$ cat src/rtl/core/ffba_pkg.sv
// ----------------------------------------------------------------------------
// ffba_pkg
// Shared types and constants of the first-fit block allocator.
// ----------------------------------------------------------------------------
package ffba_pkg;

    localparam int MAX_BLOCKS   = 64;
    localparam int HEADER_BYTES = 32;
    localparam int ALIGN_BYTES  = 16;
    localparam int IDX_W        = $clog2(MAX_BLOCKS);
    localparam int CNT_W        = $clog2(MAX_BLOCKS + 1);
    localparam int SIZE_W       = 21;
    localparam int ADDR_W       = 33;
    localparam int BASE_W       = 32;
    localparam int ENTRY_W      = SIZE_W + 1;

    localparam logic [SIZE_W-1:0] HDR    = SIZE_W'(HEADER_BYTES);
    localparam logic [SIZE_W-1:0] ALIGNV = SIZE_W'(ALIGN_BYTES);

    localparam logic [0:0] REQ_ALLOC = 1'b0;
    localparam logic [0:0] REQ_FREE  = 1'b1;

    localparam logic [0:0] REG_BASE  = 1'b0;
    localparam logic [0:0] REG_BYTES = 1'b1;

    typedef struct packed {
        logic              is_free;
        logic [SIZE_W-1:0] size;
    } entry_t;

endpackage

$ cat src/rtl/core/first_fit_block_allocator.sv
// ----------------------------------------------------------------------------
// first_fit_block_allocator
// First-fit heap allocator with split and coalescing over a block table.
// ----------------------------------------------------------------------------
// channel  direction  handshake                 content
// s_axis   in         s_axis_tvalid/tready      request: type, size, address
// m_axis   out        m_axis_tvalid/tready      response: ok, grant address
// cfg      in         cfg_valid/cfg_ready       register index and data
//
// A request walks the table one entry at a time; every entry moved by a split
// or a merge shift costs a further read and write, all through the one table RAM.
// A null free goes straight to the response without a table walk.
// Reset or a register write leaves one free block; no sweep is needed since
// entries beyond the block count are never read before being written.
// The block takes no request until the response has been taken.
// ----------------------------------------------------------------------------
module first_fit_block_allocator
    import ffba_pkg::*;
(
    input  logic        clk,
    input  logic        rst_n,
    input  logic        s_axis_tvalid,
    output logic        s_axis_tready,
    input  logic [55:0] s_axis_tdata,   // request_bytes[20:0], release_address[53:21]
    input  logic        s_axis_tuser,   // req_type
    output logic        m_axis_tvalid,
    input  logic        m_axis_tready,
    output logic [39:0] m_axis_tdata,   // ok[0], grant_address[33:1]
    input  logic        cfg_valid,
    output logic        cfg_ready,
    input  logic [0:0]  cfg_index,
    input  logic [31:0] cfg_data
);

    typedef enum logic [12:0] {
        S_IDLE   = 13'b0000000000001,
        S_RD     = 13'b0000000000010,
        S_EVAL   = 13'b0000000000100,
        S_SHR    = 13'b0000000001000,
        S_SHW    = 13'b0000000010000,
        S_SPLIT  = 13'b0000000100000,
        S_SPLIT2 = 13'b0000001000000,
        S_MSTART = 13'b0000010000000,
        S_MRD    = 13'b0000100000000,
        S_MEVAL  = 13'b0001000000000,
        S_SHL    = 13'b0010000000000,
        S_SHLW   = 13'b0100000000000,
        S_RESP   = 13'b1000000000000
    } state_t;

    state_t            state_reg;
    logic [BASE_W-1:0] base_reg;
    logic [SIZE_W-1:0] bytes_reg;
    logic [CNT_W-1:0]  count_reg;
    entry_t            e0_reg;
    logic              type_reg;
    logic [SIZE_W:0]   need_reg;
    logic [ADDR_W-1:0] target_reg;
    logic [ADDR_W-1:0] addr_reg;
    logic [CNT_W-1:0]  i_reg;
    logic [CNT_W-1:0]  k_reg;
    entry_t            cur_reg;
    logic              ok_reg;
    logic [ADDR_W-1:0] grant_reg;
    logic [IDX_W-1:0]  rd_idx_reg;

    logic              we;
    logic [IDX_W-1:0]  waddr, raddr;
    entry_t            wdata, rdata_raw, rdata;

    logic              tw_en;
    logic [IDX_W-1:0]  tw_addr;
    entry_t            tw_data;

    ffba_ram #(.WIDTH(ENTRY_W), .DEPTH(MAX_BLOCKS)) u_table (
        .clk   (clk),
        .we    (we),
        .waddr (waddr),
        .wdata (wdata),
        .raddr (raddr),
        .rdata (rdata_raw)
    );

    // entry 0 is kept in flops so reset/config need no RAM write
    assign rdata = (rd_idx_reg == '0) ? e0_reg : rdata_raw;
    assign we    = tw_en && (tw_addr != '0);
    assign waddr = tw_addr;
    assign wdata = tw_data;

    logic [SIZE_W-1:0] base_bytes;
    logic [SIZE_W-1:0] init_size;
    assign base_bytes = (cfg_index == REG_BYTES) ? cfg_data[SIZE_W-1:0] : bytes_reg;
    assign init_size  = (base_bytes >= HDR) ? base_bytes - HDR : '0;

    logic [SIZE_W:0] req_need;
    assign req_need = ({1'b0, s_axis_tdata[20:0]} + (SIZE_W+1)'(ALIGN_BYTES - 1))
                      & ~(SIZE_W+1)'(ALIGN_BYTES - 1);

    logic [SIZE_W+1:0] split_min;
    assign split_min = {1'b0, need_reg} + (SIZE_W+2)'(HEADER_BYTES + ALIGN_BYTES);

    logic [SIZE_W-1:0] new_size;
    assign new_size = cur_reg.size - need_reg[SIZE_W-1:0] - HDR;

    // shared adder for the address walk and the merged size
    logic [ADDR_W-1:0] sum_a, shared_sum;
    assign sum_a      = (state_reg == S_MEVAL) ? ADDR_W'(cur_reg.size) : addr_reg;
    assign shared_sum = sum_a + ADDR_W'(HEADER_BYTES) + ADDR_W'(rdata.size);

    logic [ADDR_W-1:0] hdr_addr;
    assign hdr_addr = addr_reg + ADDR_W'(HEADER_BYTES);

    logic alloc_fit, do_split, free_hit, both_free;
    assign alloc_fit = rdata.is_free && ({1'b0, rdata.size} >= need_reg);
    assign do_split  = ({2'b00, rdata.size} >= split_min) && (count_reg < CNT_W'(MAX_BLOCKS));
    assign free_hit  = (hdr_addr == target_reg);
    assign both_free = cur_reg.is_free && rdata.is_free;

    logic [CNT_W-1:0] ip1, km1, kp1;
    assign ip1 = i_reg + CNT_W'(1);
    assign km1 = k_reg - CNT_W'(1);
    assign kp1 = k_reg + CNT_W'(1);

    logic [IDX_W-1:0] i_idx, k_idx;
    assign i_idx = i_reg[IDX_W-1:0];
    assign k_idx = k_reg[IDX_W-1:0];

    assign s_axis_tready = (state_reg == S_IDLE) && !cfg_valid;
    assign cfg_ready     = (state_reg == S_IDLE);
    assign m_axis_tvalid = (state_reg == S_RESP);
    assign m_axis_tdata  = {6'b0, grant_reg, ok_reg};

    always_comb
    begin
        tw_en   = 1'b0;
        tw_addr = i_idx;
        tw_data = cur_reg;
        raddr   = i_idx;
        unique case (state_reg)
            S_IDLE, S_MSTART, S_RESP:
            begin
            end
            S_RD:
            begin
                raddr = i_idx;
            end
            S_EVAL:
            begin
                if (type_reg == REQ_ALLOC)
                begin
                    tw_en = alloc_fit && !do_split;
                end
                else
                begin
                    tw_en = free_hit;
                end
                tw_data = '{is_free: (type_reg == REQ_FREE), size: rdata.size};
            end
            S_SHR:
            begin
                raddr = km1[IDX_W-1:0];
            end
            S_SHW:
            begin
                tw_en   = 1'b1;
                tw_addr = k_idx;
                tw_data = rdata;
            end
            S_SPLIT:
            begin
                tw_en   = 1'b1;
                tw_addr = ip1[IDX_W-1:0];
                tw_data = '{is_free: 1'b1, size: new_size};
            end
            S_SPLIT2:
            begin
                tw_en   = 1'b1;
                tw_data = '{is_free: 1'b0, size: need_reg[SIZE_W-1:0]};
            end
            S_MRD:
            begin
                raddr = ip1[IDX_W-1:0];
            end
            S_MEVAL:
            begin
                tw_en   = both_free;
                tw_data = '{is_free: 1'b1, size: shared_sum[SIZE_W-1:0]};
            end
            S_SHL:
            begin
                raddr = kp1[IDX_W-1:0];
            end
            S_SHLW:
            begin
                tw_en   = 1'b1;
                tw_addr = k_idx;
                tw_data = rdata;
            end
            default:
            begin
            end
        endcase
    end

    always_ff @(posedge clk or negedge rst_n)
    begin
        if (!rst_n)
        begin
            state_reg  <= S_IDLE;
            base_reg   <= '0;
            bytes_reg  <= SIZE_W'(65536);
            count_reg  <= CNT_W'(1);
            e0_reg     <= '{is_free: 1'b1, size: SIZE_W'(65536 - HEADER_BYTES)};
            type_reg   <= 1'b0;
            need_reg   <= '0;
            target_reg <= '0;
            addr_reg   <= '0;
            i_reg      <= '0;
            k_reg      <= '0;
            cur_reg    <= '0;
            ok_reg     <= 1'b0;
            grant_reg  <= '0;
            rd_idx_reg <= '0;
        end
        else
        begin
            rd_idx_reg <= raddr;
            if (tw_en && tw_addr == '0)
            begin
                e0_reg <= tw_data;
            end
            unique case (state_reg)
                S_IDLE:
                begin
                    if (cfg_valid)
                    begin
                        if (cfg_index == REG_BASE)
                        begin
                            base_reg <= cfg_data;
                        end
                        else
                        begin
                            bytes_reg <= cfg_data[SIZE_W-1:0];
                        end
                        e0_reg    <= '{is_free: 1'b1, size: init_size};
                        count_reg <= CNT_W'(1);
                    end
                    else if (s_axis_tvalid)
                    begin
                        type_reg   <= s_axis_tuser;
                        need_reg   <= req_need;
                        target_reg <= s_axis_tdata[53:21];
                        addr_reg   <= ADDR_W'(base_reg);
                        i_reg      <= '0;
                        ok_reg     <= 1'b0;
                        grant_reg  <= '0;
                        if (s_axis_tuser == REQ_FREE && s_axis_tdata[53:21] == '0)
                        begin
                            ok_reg    <= 1'b1;
                            state_reg <= S_RESP;
                        end
                        else
                        begin
                            state_reg <= S_RD;
                        end
                    end
                end
                S_RD:
                begin
                    if (i_reg == count_reg)
                    begin
                        state_reg <= S_RESP;
                    end
                    else
                    begin
                        state_reg <= S_EVAL;
                    end
                end
                S_EVAL:
                begin
                    cur_reg <= rdata;
                    if (type_reg == REQ_ALLOC && alloc_fit)
                    begin
                        ok_reg    <= 1'b1;
                        grant_reg <= hdr_addr;
                        if (do_split)
                        begin
                            k_reg     <= count_reg;
                            state_reg <= S_SHR;
                        end
                        else
                        begin
                            state_reg <= S_RESP;
                        end
                    end
                    else if (type_reg == REQ_FREE && free_hit)
                    begin
                        ok_reg    <= 1'b1;
                        i_reg     <= '0;
                        state_reg <= S_MSTART;
                    end
                    else
                    begin
                        addr_reg  <= shared_sum;
                        i_reg     <= ip1;
                        state_reg <= S_RD;
                    end
                end
                S_SHR:
                begin
                    // move entry k-1 up to k
                    if (k_reg == ip1)
                    begin
                        state_reg <= S_SPLIT;
                    end
                    else
                    begin
                        state_reg <= S_SHW;
                    end
                end
                S_SHW:
                begin
                    k_reg     <= km1;
                    state_reg <= S_SHR;
                end
                S_SPLIT:
                begin
                    state_reg <= S_SPLIT2;
                end
                S_SPLIT2:
                begin
                    count_reg <= count_reg + CNT_W'(1);
                    state_reg <= S_RESP;
                end
                S_MSTART:
                begin
                    cur_reg   <= e0_reg;
                    state_reg <= S_MRD;
                end
                S_MRD:
                begin
                    if (ip1 >= count_reg)
                    begin
                        state_reg <= S_RESP;
                    end
                    else
                    begin
                        state_reg <= S_MEVAL;
                    end
                end
                S_MEVAL:
                begin
                    if (both_free)
                    begin
                        cur_reg.size <= shared_sum[SIZE_W-1:0];
                        k_reg        <= ip1;
                        state_reg    <= S_SHL;
                    end
                    else
                    begin
                        cur_reg   <= rdata;
                        i_reg     <= ip1;
                        state_reg <= S_MRD;
                    end
                end
                S_SHL:
                begin
                    // move entry k+1 down to k
                    if (kp1 >= count_reg)
                    begin
                        count_reg <= count_reg - CNT_W'(1);
                        state_reg <= S_MRD;
                    end
                    else
                    begin
                        state_reg <= S_SHLW;
                    end
                end
                S_SHLW:
                begin
                    k_reg     <= kp1;
                    state_reg <= S_SHL;
                end
                S_RESP:
                begin
                    if (m_axis_tready)
                    begin
                        state_reg <= S_IDLE;
                    end
                end
                default:
                begin
                    state_reg <= S_IDLE;
                end
            endcase
        end
    end

    logic unused_pad;
    assign unused_pad = ^s_axis_tdata[55:54];

    property p_count_range;
        @(posedge clk) disable iff (!rst_n)
            count_reg != '0 && count_reg <= CNT_W'(MAX_BLOCKS);
    endproperty
    assert property (p_count_range) else $error("block count out of range");

    property p_single_accept;
        @(posedge clk) disable iff (!rst_n)
            !(s_axis_tvalid && s_axis_tready && cfg_valid && cfg_ready);
    endproperty
    assert property (p_single_accept) else $error("request and write taken together");

    property p_grant_ok;
        @(posedge clk) disable iff (!rst_n)
            m_axis_tvalid && grant_reg != '0 |-> ok_reg;
    endproperty
    assert property (p_grant_ok) else $error("grant without ok");

    property p_resp_hold;
        @(posedge clk) disable iff (!rst_n)
            m_axis_tvalid && !m_axis_tready |=> m_axis_tvalid && $stable(m_axis_tdata);
    endproperty
    assert property (p_resp_hold) else $error("response changed under stall");

endmodule

$ cat src/rtl/core/ffba_ram.sv
// ----------------------------------------------------------------------------
// ffba_ram
// Generic simple dual-port RAM (one write port, one read port) with registered read.
// ----------------------------------------------------------------------------
module ffba_ram #(
    parameter int WIDTH = 8,
    parameter int DEPTH = 16
) (
    input  logic                     clk,
    input  logic                     we,
    input  logic [$clog2(DEPTH)-1:0] waddr,
    input  logic [WIDTH-1:0]         wdata,
    input  logic [$clog2(DEPTH)-1:0] raddr,
    output logic [WIDTH-1:0]         rdata
);

    logic [WIDTH-1:0] mem [DEPTH];

    always_ff @(posedge clk)
    begin
        if (we)
        begin
            mem[waddr] <= wdata;
        end
        rdata <= mem[raddr];
    end

endmodule

$ cat config.mk
export PLATFORM = sky130hd
export DESIGN_NAME = first_fit_block_allocator
export DESIGN_NICKNAME = d
export VERILOG_FILES = /design/src/rtl/core/ffba_pkg.sv /design/src/rtl/core/first_fit_block_allocator.sv /design/src/rtl/core/ffba_ram.sv
export SDC_FILE = /design/constraint.sdc
export NUM_CORES = 2
export LEC_CHECK = 0
export ABC_AREA = 1
export BUFFER_PORTS_ARGS = -buffer_cell sky130_fd_sc_hd__buf_2
export CORE_ASPECT_RATIO = 1.5
export CORE_MARGIN = 2
export CORE_UTILIZATION = 50
export DETAILED_ROUTE_END_ITERATION = 16
export PLACE_DENSITY = 0.62
export SKIP_CTS_REPAIR_TIMING = 1
export SYNTH_ARGS = -nofsm -noshare
export SYNTH_HDL_FRONTEND = slang
export SYNTH_SLANG_ARGS = --single-unit
$ cat constraint.sdc
create_clock -name clk -period 7.6 [get_ports clk]
set_clock_uncertainty 0.05 [all_clocks]
set_input_delay 1.52 -clock clk [delete_from_list [all_inputs] [get_ports clk]]
set_output_delay 1.52 -clock clk [all_outputs]
set_load 0.02 [all_outputs]
==> out/results.txt <==
result of the run: complete, no violations
kind of end point of the critical path: flip-flop
most frequent standard cell in the layout excluding fill and tap cells: sky130_fd_sc_hd__edfxtp_1
arrival time at the worst endpoint: 6480 ps
total wire length: 262 mm
Primary FF master, synth: sky130_fd_sc_hd__edfxtp_1
cells taking the most area after synthesis: sky130_fd_sc_hd__edfxtp_1, sky130_fd_sc_hd__dfrtp_1, sky130_fd_sc_hd__nand2_1, sky130_fd_sc_hd__o211ai_1, sky130_fd_sc_hd__nand3_1
DPL Wire Length: 172 mm
net total in the final layout: 7530
number of nets with antenna violations after routing: 0
reg-to-reg startpoint: state_reg[5]
Register-to-Register Setup Slack: 1700 ps
worst setup path class: flip-flop to flip-flop
leading area contributor after synthesis: sky130_fd_sc_hd__edfxtp_1
type of element launching the critical path: flip-flop
area of the core: 156000 um2
count of unresolved DRC violations after routing: 0
placer's final routability congestion estimate: 1.02
Synth warnings: 0
maximum vdd drop: 0.589 mV
maximum fanout count along the critical path: 38
worst hold path startpoint: grant_reg[3]
average cell area after synthesis: 10.9 um2
clock tree from TritonCTS: built
pin count of the biggest net entering global routing: 215
final worst path period share: 77.6%
number of antenna violations at the first check in global routing: 3
MaxCap Viol Count: 0
floorplan die area: 160000 um2
Root Driver: sky130_fd_sc_hd__clkbuf_16
summed negative setup slack over all endpoints: 0 ps
Max-Slew Margin vs Limit: 14.6%
Yosys top cell area share: 53.9%
Top reg by flops: u_table.mem
H-tree depth: 4
max FFs per register: 1408
gate count after technology mapping: 7205
register clock-pin slew on the reported worst setup and hold paths: 60 ps
count of flip-flops with a built-in enable after synthesis: 1408
Iter 0 DRT Violations: 4751
Port Buf Inserts: 129
sequential area share after synthesis: 62.7%
die span in x: 327 um
layout overhead on the synthesized area: 10.8%
via count of the first global-routing pass: 54900
share of post-route cells with drive strength above 1: 14.3%
max-slew violations: 0
top achievable clock speed: 169 MHz
async set-reset flop share out of synthesis: 15.2%
DR pass1 iterations: 6
Yosys cell types: 72
Slew @ Worst Pin: 1280 ps
total via count in the routed design: 55600
total CTS buffers: 162
standard-cell rows: 178
clk_lat worst skew: 820 ps
highest-count cells in the layout ignoring fill and taps: sky130_fd_sc_hd__edfxtp_1, sky130_fd_sc_hd__nand2_1, sky130_fd_sc_hd__nand3_1, sky130_fd_sc_hd__o211ai_1, sky130_fd_sc_hd__inv_1
leakage power: 32.5 nW
post-detailed-route wirelength per cell: 27.6 um
first-pass GRT wire length: 376 mm
required time of the worst setup path: 8180 ps
number of setup violations in the final report: 0
residual overflow from global routing: 0
Placed Area: 81600 um2
total routing resource utilization after global routing: 32.6%
Final Total Pwr: 0.0379 W
RSZ-0062 raised after global routing: false
Num Clock Sinks: 1686
post-layout minimum cycle time: 5900 ps
power per standard cell area: 437 nW/um2
routed vias/inst: 5.85
clock tree buffer depth: 3
worst hold stages: 2
worst min-delay path category: flip-flop to flip-flop
final non-filler cell area: 86800 um2
worst r2r dst: u_table.mem[28][8]
final hold violations: 0
number of top-level pins: 138
post-synthesis instance area: 78400 um2
FF+latch count, synth: 1686
die boundary height: 489 um
Register-to-Register Path Depth: 19
effective utilization at floorplan: 50.2%
Worst Hold Endpoint: grant_reg[3]
synthesized netlist by cell type (all sizes together) (7+ instances only):
library cell  count
a21oi           123
a221oi           15
a22oi            12
and2              8
buf             237
clkbuf          165
dfrtp           241
dfstp            15
dfxtp            22
edfxtp         1408
ha              134
inv             458
mux2             11
nand2          1309
nand3           873
nand3b            9
nand4            44
nor2            374
nor3             47
nor4             23
o211ai          587
o21a             13
o21ai           287
o21bai            7
o221ai           22
o22ai            22
o31ai            26
or2             585
xnor2            22
xor2             56
per-layer routing:
layer  routed length (um)  track usage, %  vias to the layer above  part of all wire, %
met5                   11               0                        -               0.0042
met2               133000            57.2                     1871                   51
met1                94400            36.5                    27400                   36
met3                12300            3.72                      536                  4.7
met4                22600            24.5                        2                  8.6
li1                     -               -                    25800                    -
through the flow:
stage / worst slack (ps) / hold slack (ps) / util [%] / instances
final: 1700 / 427 / 55.5 / 9502
after global routing: 1430 / 449 / 55.5 / 9501
after CTS: 1790 / 430 / 55.5 / 9500
after detailed placement: 1840 / 415 / 52.2 / 9205
after global placement: 1840 / 412 / 52.2 / 9205
after floorplan: 2660 / 396 / - / 7232
report_power, final:
group          leakage [nW]  switching, W  total [W]  internal, W
Clock                  2.55       0.00359    0.00810      0.00451
Combinational          13.8        0.0126     0.0173      0.00466
Sequential             16.2      0.000673     0.0126       0.0119
area by class of cell:
| class | instances | area (um2) |
|---|---|---|
| Antenna cell | 2 | 5.00 |
| Clock buffer | 215 | 4350 |
| Clock inverter | 80 | 871 |
| Fill cell | 13300 | 69500 |
| Inverter | 461 | 1750 |
| Multi-Input combinational cell | 4683 | 25900 |
| Sequential cell | 1686 | 49100 |
| Tap cell | 2070 | 2590 |
| Timing Repair Buffer | 305 | 2200 |
critical path: stages, from the launching register on:
cell and delay, ps:
sky130_fd_sc_hd__dfrtp_1 410, sky130_fd_sc_hd__nor2_2 200, sky130_fd_sc_hd__nand2_2 120, sky130_fd_sc_hd__nor2_4 200, sky130_fd_sc_hd__nand2_2 510, sky130_fd_sc_hd__buf_4 420
sky130_fd_sc_hd__nand2_1 80, sky130_fd_sc_hd__o21ai_0 190, sky130_fd_sc_hd__ha_1 370, sky130_fd_sc_hd__inv_1 40, sky130_fd_sc_hd__ha_1 330, sky130_fd_sc_hd__a21oi_1 180
sky130_fd_sc_hd__a21boi_0 460, sky130_fd_sc_hd__o21bai_1 220, sky130_fd_sc_hd__xor2_1 380, sky130_fd_sc_hd__nand2_1 170, sky130_fd_sc_hd__o2111ai_1 140, sky130_fd_sc_hd__o21ai_0 200
sky130_fd_sc_hd__inv_2 570, sky130_fd_sc_hd__buf_4 350
logic make-up (layout without fill, tap and decap cells):
logic type | after synthesis | after routing | share of synthesized area [%]
multiplexers | 14 | 14 | 0.196
flip-flops | 1686 | 1686 | 62.7
AND/OR/NAND/NOR | 3280 | 3280 | 19.6
AO/OA/AOI/OAI | 1145 | 1145 | 9.71
XOR/XNOR | 80 | 80 | 0.938
buffers and inverters | 863 | 1061 | 4.71
adder cells (fa/ha/maj) | 136 | 136 | 2.19
other | 1 | 30 | 0.00478
how the worst max path moves through the flow:
stage	endpoint	startpoint	slack, ps
2_1_floorplan	u_table.mem[0][3]	state_reg[0]	2660
6_report	u_table.mem[28][8]	state_reg[5]	1700
4_1_cts	u_table.mem[28][8]	state_reg[5]	1790
3_3_place_gp	u_table.mem[42][18]	state_reg[5]	1840
5_1_grt	u_table.mem[1][15]	state_reg[2]	1430
3_5_place_dp	u_table.mem[61][8]	state_reg[5]	1840
Power figures use the tool's default switching activity.
